`src/binary_trie_min_xor_macros.svh`:
```
// Assertion macros used by the trie RTL.
`ifndef BINARY_TRIE_MIN_XOR_MACROS_SVH
`define BINARY_TRIE_MIN_XOR_MACROS_SVH
`ifndef ASSERT_OFF
`define BTMX_ASSERT_IMP(label, clk, rst_n, ante, cons) \
	label: assert property (@(posedge clk) disable iff (!rst_n) (ante) |-> (cons)) \
		else $error("btmx: implication check failed");
`define BTMX_ASSERT_NXT(label, clk, rst_n, ante, cons) \
	label: assert property (@(posedge clk) disable iff (!rst_n) (ante) |=> (cons)) \
		else $error("btmx: next-cycle check failed");
`else
`define BTMX_ASSERT_IMP(label, clk, rst_n, ante, cons)
`define BTMX_ASSERT_NXT(label, clk, rst_n, ante, cons)
`endif
`endif

```
`src/btmx_pkg.sv`:
```
package btmx_pkg;

	localparam int NODE_COUNT = 4096;
	localparam int KEY_BITS   = 32;
	localparam int NODE_W     = $clog2(NODE_COUNT);
	localparam int FREE_W     = $clog2(NODE_COUNT + 1);
	localparam int ROW_W      = 2 * NODE_W;
	localparam int KW_W       = 6;
	localparam int IDX_W      = $clog2(KEY_BITS);

	localparam logic [FREE_W-1:0] FIRST_FREE = FREE_W'(3);
	localparam logic [NODE_W-1:0] ROOT0      = NODE_W'(1);
	localparam logic [NODE_W-1:0] ROOT1      = NODE_W'(2);
	localparam logic [KW_W-1:0]   KW_RESET   = KW_W'(32);

	localparam logic OP_INSERT = 1'b0;
	localparam logic OP_QUERY  = 1'b1;

	localparam logic [1:0] STATUS_OK    = 2'd0;
	localparam logic [1:0] STATUS_EMPTY = 2'd1;
	localparam logic [1:0] STATUS_FULL  = 2'd2;

	// one node: link followed on a one bit, link followed on a zero bit
	typedef struct packed {
		logic [NODE_W-1:0] l1;
		logic [NODE_W-1:0] l0;
	} row_t;

	typedef struct packed {
		logic              wr_en;
		logic [NODE_W-1:0] wr_addr;
		row_t              wr_data;
		logic              rd_en;
		logic [NODE_W-1:0] rd_addr;
	} mem_req_t;

endpackage

```
`src/btmx_ctrl.sv`:
```
`include "binary_trie_min_xor_macros.svh"

module btmx_ctrl
	import btmx_pkg::*;
(
	input  logic                clk,
	input  logic                arst_n,
	input  logic                start,
	output logic                busy,
	input  logic                operation,
	input  logic [KEY_BITS-1:0] key,
	input  logic                tree_select,
	input  logic [KW_W-1:0]     key_width,
	output logic                done,
	output logic [KEY_BITS-1:0] min_xor,
	output logic [1:0]          status,
	output mem_req_t            mem_req,
	input  row_t                rd_row
);

	typedef enum logic [1:0] {
		S_CLEAR,
		S_IDLE,
		S_WALK,
		S_ALLOC
	} state_t;

	state_t              state_q;
	logic [NODE_W-1:0]   clr_q;
	logic                op_q;
	logic [KEY_BITS-1:0] key_q;
	logic [NODE_W-1:0]   node_q;
	logic [KW_W-1:0]     lvl_q;
	logic                first_q;
	logic [KEY_BITS-1:0] res_q;
	row_t                row_q;
	logic [FREE_W-1:0]   free_q;
	logic                done_q;
	logic [KEY_BITS-1:0] min_xor_q;
	logic [1:0]          status_q;

	logic [KW_W-1:0]   kw_eff;
	logic [KW_W-1:0]   lvl_m1;
	logic [IDX_W-1:0]  bit_idx;
	logic              kbit;
	logic [NODE_W-1:0] match;
	logic [NODE_W-1:0] other;
	logic [FREE_W-1:0] avail;
	logic              full;
	row_t              alloc_row;

	assign kw_eff  = (key_width > KW_W'(KEY_BITS)) ? KW_W'(KEY_BITS) : key_width;
	assign lvl_m1  = lvl_q - KW_W'(1);
	assign bit_idx = lvl_m1[IDX_W-1:0];
	assign kbit    = key_q[bit_idx];
	assign match   = kbit ? rd_row.l1 : rd_row.l0;
	assign other   = kbit ? rd_row.l0 : rd_row.l1;
	assign avail   = FREE_W'(NODE_COUNT) - free_q;
	assign full    = FREE_W'(lvl_q) > avail;

	always_comb begin
		alloc_row = row_q;
		if (kbit) begin
			alloc_row.l1 = free_q[NODE_W-1:0];
		end else begin
			alloc_row.l0 = free_q[NODE_W-1:0];
		end
	end

	always_comb begin
		mem_req = '0;
		unique case (state_q)
			S_CLEAR: begin
				mem_req.wr_en   = 1'b1;
				mem_req.wr_addr = clr_q;
			end
			S_IDLE: begin
				mem_req.rd_en   = start;
				mem_req.rd_addr = tree_select ? ROOT1 : ROOT0;
			end
			S_WALK: begin
				mem_req.rd_en   = 1'b1;
				mem_req.rd_addr = (op_q == OP_QUERY && match == '0) ? other : match;
			end
			S_ALLOC: begin
				mem_req.wr_en   = 1'b1;
				mem_req.wr_addr = node_q;
				mem_req.wr_data = alloc_row;
			end
		endcase
	end

	always_ff @(posedge clk or negedge arst_n) begin
		if (!arst_n) begin
			state_q   <= S_CLEAR;
			clr_q     <= '0;
			free_q    <= FIRST_FREE;
			done_q    <= 1'b0;
			op_q      <= OP_INSERT;
			key_q     <= '0;
			node_q    <= '0;
			lvl_q     <= '0;
			first_q   <= 1'b0;
			res_q     <= '0;
			row_q     <= '0;
			min_xor_q <= '0;
			status_q  <= STATUS_OK;
		end else begin
			done_q <= 1'b0;
			unique case (state_q)
				S_CLEAR: begin
					clr_q <= clr_q + NODE_W'(1);
					if (clr_q == {NODE_W{1'b1}}) begin
						state_q <= S_IDLE;
					end
				end
				S_IDLE: begin
					if (start) begin
						op_q    <= operation;
						key_q   <= key;
						node_q  <= tree_select ? ROOT1 : ROOT0;
						lvl_q   <= kw_eff;
						first_q <= 1'b1;
						res_q   <= '0;
						state_q <= S_WALK;
					end
				end
				S_WALK: begin
					first_q <= 1'b0;
					if (op_q == OP_INSERT) begin
						if (lvl_q == '0) begin
							done_q    <= 1'b1;
							min_xor_q <= '0;
							status_q  <= STATUS_OK;
							state_q   <= S_IDLE;
						end else if (match != '0) begin
							node_q <= match;
							lvl_q  <= lvl_m1;
						end else if (full) begin
							done_q    <= 1'b1;
							min_xor_q <= '0;
							status_q  <= STATUS_FULL;
							state_q   <= S_IDLE;
						end else begin
							row_q   <= rd_row;
							state_q <= S_ALLOC;
						end
					end else begin
						if (first_q && rd_row == '0) begin
							done_q    <= 1'b1;
							min_xor_q <= '0;
							status_q  <= STATUS_EMPTY;
							state_q   <= S_IDLE;
						end else if (lvl_q == '0) begin
							done_q    <= 1'b1;
							min_xor_q <= res_q;
							status_q  <= STATUS_OK;
							state_q   <= S_IDLE;
						end else if (match != '0) begin
							node_q <= match;
							lvl_q  <= lvl_m1;
						end else if (other != '0) begin
							node_q <= other;
							lvl_q  <= lvl_m1;
							res_q  <= res_q | (KEY_BITS'(1) << bit_idx);
						end else begin
							// dead end: lower bits stay clear
							done_q    <= 1'b1;
							min_xor_q <= res_q;
							status_q  <= STATUS_OK;
							state_q   <= S_IDLE;
						end
					end
				end
				S_ALLOC: begin
					// fresh nodes were cleared and never written, so their row is zero
					row_q  <= '0;
					node_q <= free_q[NODE_W-1:0];
					free_q <= free_q + FREE_W'(1);
					lvl_q  <= lvl_m1;
					if (lvl_q == KW_W'(1)) begin
						done_q    <= 1'b1;
						min_xor_q <= '0;
						status_q  <= STATUS_OK;
						state_q   <= S_IDLE;
					end
				end
			endcase
		end
	end

	assign busy    = (state_q != S_IDLE);
	assign done    = done_q;
	assign min_xor = min_xor_q;
	assign status  = status_q;

	`BTMX_ASSERT_NXT(a_done_pulse, clk, arst_n, done_q, !done_q)
	`BTMX_ASSERT_IMP(a_free_bound, clk, arst_n, 1'b1, free_q <= FREE_W'(NODE_COUNT))
	`BTMX_ASSERT_IMP(a_wr_states, clk, arst_n, mem_req.wr_en,
		state_q == S_CLEAR || state_q == S_ALLOC)
	`BTMX_ASSERT_IMP(a_alloc_lvl, clk, arst_n, state_q == S_ALLOC, lvl_q != '0)
	`BTMX_ASSERT_IMP(a_ins_status, clk, arst_n, done_q && op_q == OP_INSERT,
		status_q != STATUS_EMPTY)

endmodule

```
`config.mk`:
```
export PLATFORM = sky130hd
export DESIGN_NAME = btmx_ctrl
export DESIGN_NICKNAME = d
export VERILOG_FILES = /design/src/btmx_pkg.sv /design/src/btmx_ctrl.sv
export VERILOG_INCLUDE_DIRS = /design/src /design/src/src
export SDC_FILE = /design/constraint.sdc
export NUM_CORES = 1
export LEC_CHECK = 0
export BUFFER_PORTS_ARGS = -buffer_cell sky130_fd_sc_hd__buf_4
export CAP_MARGIN = 20
export CORE_AREA = 2 2 152 154
export DETAILED_ROUTE_END_ITERATION = 16
export DIE_AREA = 0 0 154 156
export GPL_TIMING_DRIVEN = 1
export PLACE_DENSITY = 0.58
export SYNTH_ARGS = -nofsm -noshare
export SYNTH_HDL_FRONTEND = slang
export SYNTH_SLANG_ARGS = --single-unit
```
`constraint.sdc`:
```
create_clock -name clk -period 5.75 [get_ports clk]
set_input_delay 1.4375 -clock clk [delete_from_list [all_inputs] [get_ports clk]]
set_output_delay 1.4375 -clock clk [all_outputs]
set_load 0.005 [all_outputs]
```
==> run metrics, run 1 <==
Clock Sinks=170; Root Driver=clkbuf_16; die height=roughly 160 um; post-route setup TNS=0 ps; placed instance count=~1.2k; Synth Register Bits=between 150 and 200; GRT met1 Usage=between 20% and 30%; outcome=finished, final reports clean; Clock Skew=between 10 and 15 ps; crit-path max FO=12; Pleak=0.00493 uW; switching share of power=roughly two fifths; Synth area leader=dfrtp_1; cts bufs inserted=17; CP Buf/Inv Count=3; Hold Buf Count CTS=0; Max stage delay on crit path=~600 ps; Starting Density=39.6%; Cell variety after synth=between 60 and 70; Syn Inst Count=about 830; Comb pwr share=~49%; Crit path top cell by count=buf_4; R2R cell count=11; Max Cap Viol=0; Final min period=just over 5000 ps; syn avg cell area=about 11 um^2; global-route wire length before repair=38.6 mm; clock network power share=about a fifth; post-DP HPWL=roughly 18 mm; Setup Viol. Count Final=0; clock buffer depth=2; M3 GR Usage=under 10%; Cell Pwr Density=524 mW/mm^2; full die area=around 0.024 mm^2; Syn Nets=roughly 920; commonest non-fill, non-tap cell in the layout=dfrtp_1; worst hold path depth=2; WL/cell=19.7 um; Area growth, synth to finish=21.7%; Critical Path AT=3740 ps; f_max=between 150 and 200 MHz; commonest cells after routing, fill and taps aside=168 x dfrtp_1, 164 x buf_4, 77 x nand2_1; Critical Path Stages=11; Final period util=90.1%; Slew @ Worst Pin=about 1000 ps; initial antenna violation count=0; H-Tree Level Count=4; Final Max Tran Viols=0; Die Span X=154 um; share of cells above drive strength 1=a little over a quarter; Int Power=between 3000 and 4000 uW; Final Total Pwr=between 5000 and 6000 uW; DRT Pass-1 Iters=5; CTS tree=yes; DRC=0; mapped cell area=around 0.0089 mm^2; largest net degree at the start of global routing=roughly 100; Seq/Total Area, Yosys=between 40% and 50%; met2 Use GR=between 30% and 40%; Clk pin slew, worst setup/hold paths=70 ps; GRT Util Overall=20.7%; diodes inserted=0; vias per inst=about 5.5; Resize count post-CTS=0; Placeable Area=roughly 0.022 mm^2; post-route insts no fill=1,252; Post-synth top flop=dfrtp_1; Psw=between 2000 and 2500 uW; antenna-violating nets left=0; overflow left after global routing=0; # Post-CTS Setup Buffers=0; busiest layer in global routing=met2; row count=55; final net count=~1.0k; Setup crit start kind=flip-flop; Placed Area=roughly 0.010 mm^2; Slew HR=approximately 32%; routed via count=about 6.9k; Crit path max-delay family=compound AO/OA/AOI/OAI gates; I/O Buffers=152; slowest stage cell on the critical path=a2111oi_1; routability congestion estimate=between 0.8 and 0.9; vias in the first global route=just under 7k; count of final hold-check violations=0; Synth area leaders=dfrtp_1 47%, a22o_1 5.6%, mux2_2 5.2%, mux2i_1 3.5%, nand2_1 3.3%; Async SR Flop Fraction=100%; fin util=48.2%; worst skew pair latency=between 400 and 500 ps; RSZ-0062 raised after global routing=false; Sequential Power Share=between 30% and 40%; Req. time, crit path=between 4000 and 5000 ps; Post-synth EDFFs=0; synth warn=0; post-synth top area share=47.5%; num ports=approximately 150; crit-path cells=inv_1 -> ha_1 -> nand2b_1 -> a2111oi_1 -> o31ai_1 -> and4_1 -> mux2i_1 -> buf_4 -> mux2_2 -> a21oi_1 -> buf_4; Total Wirelength=between 20 and 25 mm; VDD IR max=250 uV; critical path class=flip-flop to output port; First DRT Iteration DRCs=approximately 480; HP Class=flip-flop to flip-flop; Design Area, Final=between 0.01 and 0.015 mm^2; CP Capture Type=output port
==> Yosys cell counts (12+ instances only) <==
cell type  number
a22oi_1        12
nor2b_1        31
nand3_1        20
xnor2_1        17
ha_1           21
mux2_2         41
dfrtp_1       168
nor2_1         55
nand2_1        77
a31oi_1        13
a32o_1         18
inv_1          17
a21oi_1        28
o21ai_0        33
mux2i_1        31
clkbuf_1       33
a22o_1         57
==> registers in the layout, indices dropped and copies added (netlist names) <==
register,flops
clr_q,12
done,1
first_q,1
free_q,13
key_q,32
lvl_q,6
min_xor,32
node_q,12
op_q,1
res_q,32
row_q,24
state_q,2
status,2
==> through the flow <==
step | setup slack [ps] | hold WS, ps
5_1_grt | 242 | 498
2_1_floorplan | 1010 | 451
6_report | 569 | 480
4_1_cts | 587 | 488
3_3_place_gp | 1000 | 464
3_5_place_dp | 979 | 473
==> area by class of cell <==
class                           count  area (um^2)
Clock buffer                       20          447
Fill cell                        2081        11600
Inverter                           17         63.8
Tap cell                          285          357
Sequential cell                   170         4260
Multi-Input combinational cell    581         4230
Timing Repair Buffer              167         1270
Clock inverter                     12          144
==> worst paths after layout <==
check	start	endpoint	slack, ps
setup / recovery	lvl_q[1]$_DFFE_PN0P_	mem_req[1]	570
min in group asynchronous	arst_n	min_xor[14]$_DFFE_PN0P_	1090
hold / removal	res_q[31]$_DFFE_PN0P_	res_q[31]$_DFFE_PN0P_	480
hold reg to reg	res_q[31]$_DFFE_PN0P_	res_q[31]$_DFFE_PN0P_	480
max in group asynchronous	arst_n	free_q[1]$_DFFE_PN1P_	3570
setup reg to reg	lvl_q[1]$_DFFE_PN0P_	min_xor[21]$_DFFE_PN0P_	1810
==> power by group through the flow <==
| stage | sequential, uW | clock [uW] | combinational [uW] |
|---|---|---|---|
| 2_1_floorplan | 1580 | 0 | 2190 |
| 3_3_place_gp | 1750 | 0 | 2700 |
| 3_5_place_dp | 1750 | 0 | 2720 |
| 4_1_cts | 1730 | 1180 | 2730 |
| 5_1_grt | 1770 | 1230 | 3000 |
| 6_report | 1730 | 1160 | 2760 |
==> worst min-delay path, delay by kind of cell, from the launching register on <==
kind            cells  cell delay (ps)
flops               1              340
simple gates        1               40
compound gates      1               60
==> kinds of logic after synthesis <==
logic type / Yosys count / share of synthesized area (%)
muxes: 85 / 11.5
buffers and inverters: 78 / 4.20
DFF: 170 / 48.1
adders and majority gates: 21 / 2.97
AOI/OAI and AO/OA: 200 / 16.7
xor gates and xnor gates: 29 / 2.95
and+or+nand+nor: 246 / 13.6
==> routing by layer <==
layer | up-vias | share of wire, %
met4 | 0 | 1.9
met1 | 3413 | 46
met3 | 27 | 3.4
li1 | 3283 | -
met5 | - | 0
met2 | 164 | 48
No activity file was read; power rests on OpenSTA's default activity.
==> run 2: changes to the inputs <==
--- a/config.mk
+++ b/config.mk
@@ -9,6 +9,7 @@
 export BUFFER_PORTS_ARGS = -buffer_cell sky130_fd_sc_hd__buf_4
 export CAP_MARGIN = 20
 export CORE_AREA = 2 2 152 154
+export CTS_CLUSTER_SIZE = 8
 export DETAILED_ROUTE_END_ITERATION = 16
 export DIE_AREA = 0 0 154 156
 export GPL_TIMING_DRIVEN = 1
==> constraint.sdc (replaced) <==
create_clock -name clk -period 5.2 [get_ports clk]
set_input_delay 1.3 -clock clk [delete_from_list [all_inputs] [get_ports clk]]
set_output_delay 1.3 -clock clk [all_outputs]
set_load 0.005 [all_outputs]
==> run 2 against run 1 <==
Against the previous run:
- clock power rose by 3%
- critical endpoint unchanged
- final area fell by 0.21%
- sequential share of layout area rose by 0.083 points
- clock-buffer cell count fell by 1
- flip-flop and latch count did not move
==> run metrics, run 2 (synthesis gave the netlist of run 1 again) <==
Clock Sinks=170 (unchanged); full die area=0.0240 mm^2 (unchanged); Setup Viol. Count Final=0 (unchanged); pre-CTS WS=616 ps (was 979 ps); clock network power share=19.4% (was 20.5%); First DRT Iteration DRCs=459 (was 479); Area growth, synth to finish=21.4% (was 21.7%); Hold Slack=480 ps (about the same); Clk pin slew, worst setup/hold paths=70 ps (about the same); worst skew pair latency=440 ps (about the same); Req. time, crit path=3900 ps (was 4310 ps); outcome=finished, final reports clean (unchanged); fin worst setup slack=289 ps (was 569 ps); row count=55 (unchanged); DRT Pass-1 Iters=6 (was 5); vias per inst=5.59 (was 5.50); CP Capture Type=output port (unchanged); count of final hold-check violations=0 (unchanged); Slew @ Worst Pin=986 ps (was 1010 ps); post-DP HPWL=18.2 mm (was 18.0 mm); Hold Buf Count CTS=0 (unchanged); commonest cells after routing, fill and taps aside=168 x dfrtp_1, 166 x buf_4, 77 x nand2_1 (was 168 x dfrtp_1, 164 x buf_4, 77 x nand2_1); Die Span X=154 um (unchanged); antenna-violating nets left=0 (unchanged); Total Wirelength=25.1 mm (was 24.6 mm); share of cells above drive strength 1=27.5% (was 27.2%); post-route setup TNS=0 ps (unchanged); Max Cap Viol=0 (unchanged); global-route wire length before repair=39.3 mm (was 38.6 mm); diodes inserted=0 (unchanged); Comb pwr share=49.7% (was 48.9%); f_max=just over 200 MHz; # Post-CTS Setup Buffers=0 (unchanged); switching share of power=42.2% (was 41.5%); Pleak=0.00491 uW (was 0.00493 uW); WL/cell=20.1 um (was 19.7 um); vias in the first global route=6,864 (was 6,758); cts bufs inserted=17 (unchanged); CTS tree=yes (unchanged); Final period util=between 90% and 100%; Psw=2610 uW (was 2340 uW); Setup crit start kind=flip-flop (unchanged); I/O Buffers=152 (unchanged); H-Tree Level Count=4 (unchanged); Sequential Power Share=30.8% (was 30.6%); Placeable Area=0.0224 mm^2 (unchanged); initial antenna violation count=0 (unchanged); Starting Density=39.6% (unchanged); Resize count post-CTS=0 (unchanged); largest net degree at the start of global routing=83 (was 98); Critical Path AT=3610 ps (was 3740 ps); Cell Pwr Density=576 mW/mm^2 (was 524 mW/mm^2); die height=156 um (unchanged); clock buffer depth=2 (unchanged); Slew HR=34.2% (was 32.3%); HP Class=flip-flop to flip-flop (unchanged); Int Power=3580 uW (was 3300 uW); Final min period=4910 ps; DRC=0 (unchanged); routability congestion estimate=0.904 (was 0.888); Root Driver=clkbuf_16 (unchanged); routed via count=6,988 (was 6,887); Layout fillers=2,078 (was 2,081); VDD IR max=325 uV (was 250 uV); RSZ-0062 raised after global routing=false (unchanged); critical path class=flip-flop to output port (unchanged); crit-path max FO=12 (unchanged); num ports=153 (unchanged); overflow left after global routing=0 (unchanged); GRT Util Overall=21.0% (was 20.7%); commonest non-fill, non-tap cell in the layout=dfrtp_1 (unchanged); final net count=1,043 (was 1,042); Final Max Tran Viols=0 (unchanged); Clock Skew=15.9 ps (was 14.0 ps)
-- run 2: cell count changes in the layout (fill, tap and decap cells not counted), sizes merged --
cell / delta
buf: +1
bufinv: -1
clkbuf: -1
clkinvlp: +1
inv: -1
-- run 2: final cells by class --
class	instances	area [um^2]	share of cell area, %
clock buffers	19	443	4.12
multi-input cells	581	4240	39.5
inverters	17	63.8	0.594
repair buffers	168	1280	12.0
flip-flops and latches	170	4260	39.6
clock inverters	11	103	0.954
well taps	285	357	3.32
-- run 2: per-stage QoR --
step           utilization [%]  cell area, um^2  instances  power (uW)
2_1_floorplan                -             8850        829        4170
4_1_cts                   48.0            10700       1251        6210
6_report                  48.1            10700       1251        6190
3_3_place_gp              45.5            10200       1220        4950
5_1_grt                   48.1            10700       1251        6570
3_5_place_dp              45.6            10200       1221        4990
-- run 2: path summary, 6_finish.rpt --
check | slack, ps | to | from | cells after the start
min in group asynchronous | 900 | min_xor[11]$_DFFE_PN0P_ | arst_n | 1
worst min-delay path | 480 | res_q[24]$_DFFE_PN0P_ | res_q[24]$_DFFE_PN0P_ | 2
worst min register to register | 480 | res_q[24]$_DFFE_PN0P_ | res_q[24]$_DFFE_PN0P_ | 2
worst max register to register | 1410 | row_q[18]$_DFFE_PN0P_ | lvl_q[1]$_DFFE_PN0P_ | 10
worst max-delay path | 290 | mem_req[1] | lvl_q[1]$_DFFE_PN0P_ | 11
max in group asynchronous | 3190 | row_q[7]$_DFFE_PN0P_ | arst_n | 2
-- run 2: critical path, cell delays in order, from the launching register on --
cell	delay [ps]
dfrtp_1	510
inv_1	170
ha_2	490
mux4_2	320
nor2b_1	140
a211o_1	290
and4_1	210
mux2i_1	160
buf_4	240
mux2_2	380
a21oi_1	130
buf_4	130
-- run 2: power groups by stage --
stage	combinational (uW)	clock, uW	sequential (uW)
final	3080	1200	1910
after global routing	3340	1280	1950
after CTS	3070	1230	1910
after detailed placement	3060	0	1930
after global placement	3020	0	1930
after floorplan	2420	0	1750
-- run 2: metal layers --
layer / track usage [%] / vias up / wire [um]
met5: 0 / - / 0
met4: 6.85 / 0 / 598
met3: 3.86 / 37 / 1030
met2: 33.2 / 194 / 11900
met1: 29.4 / 3488 / 11500
li1: - / 3269 / -
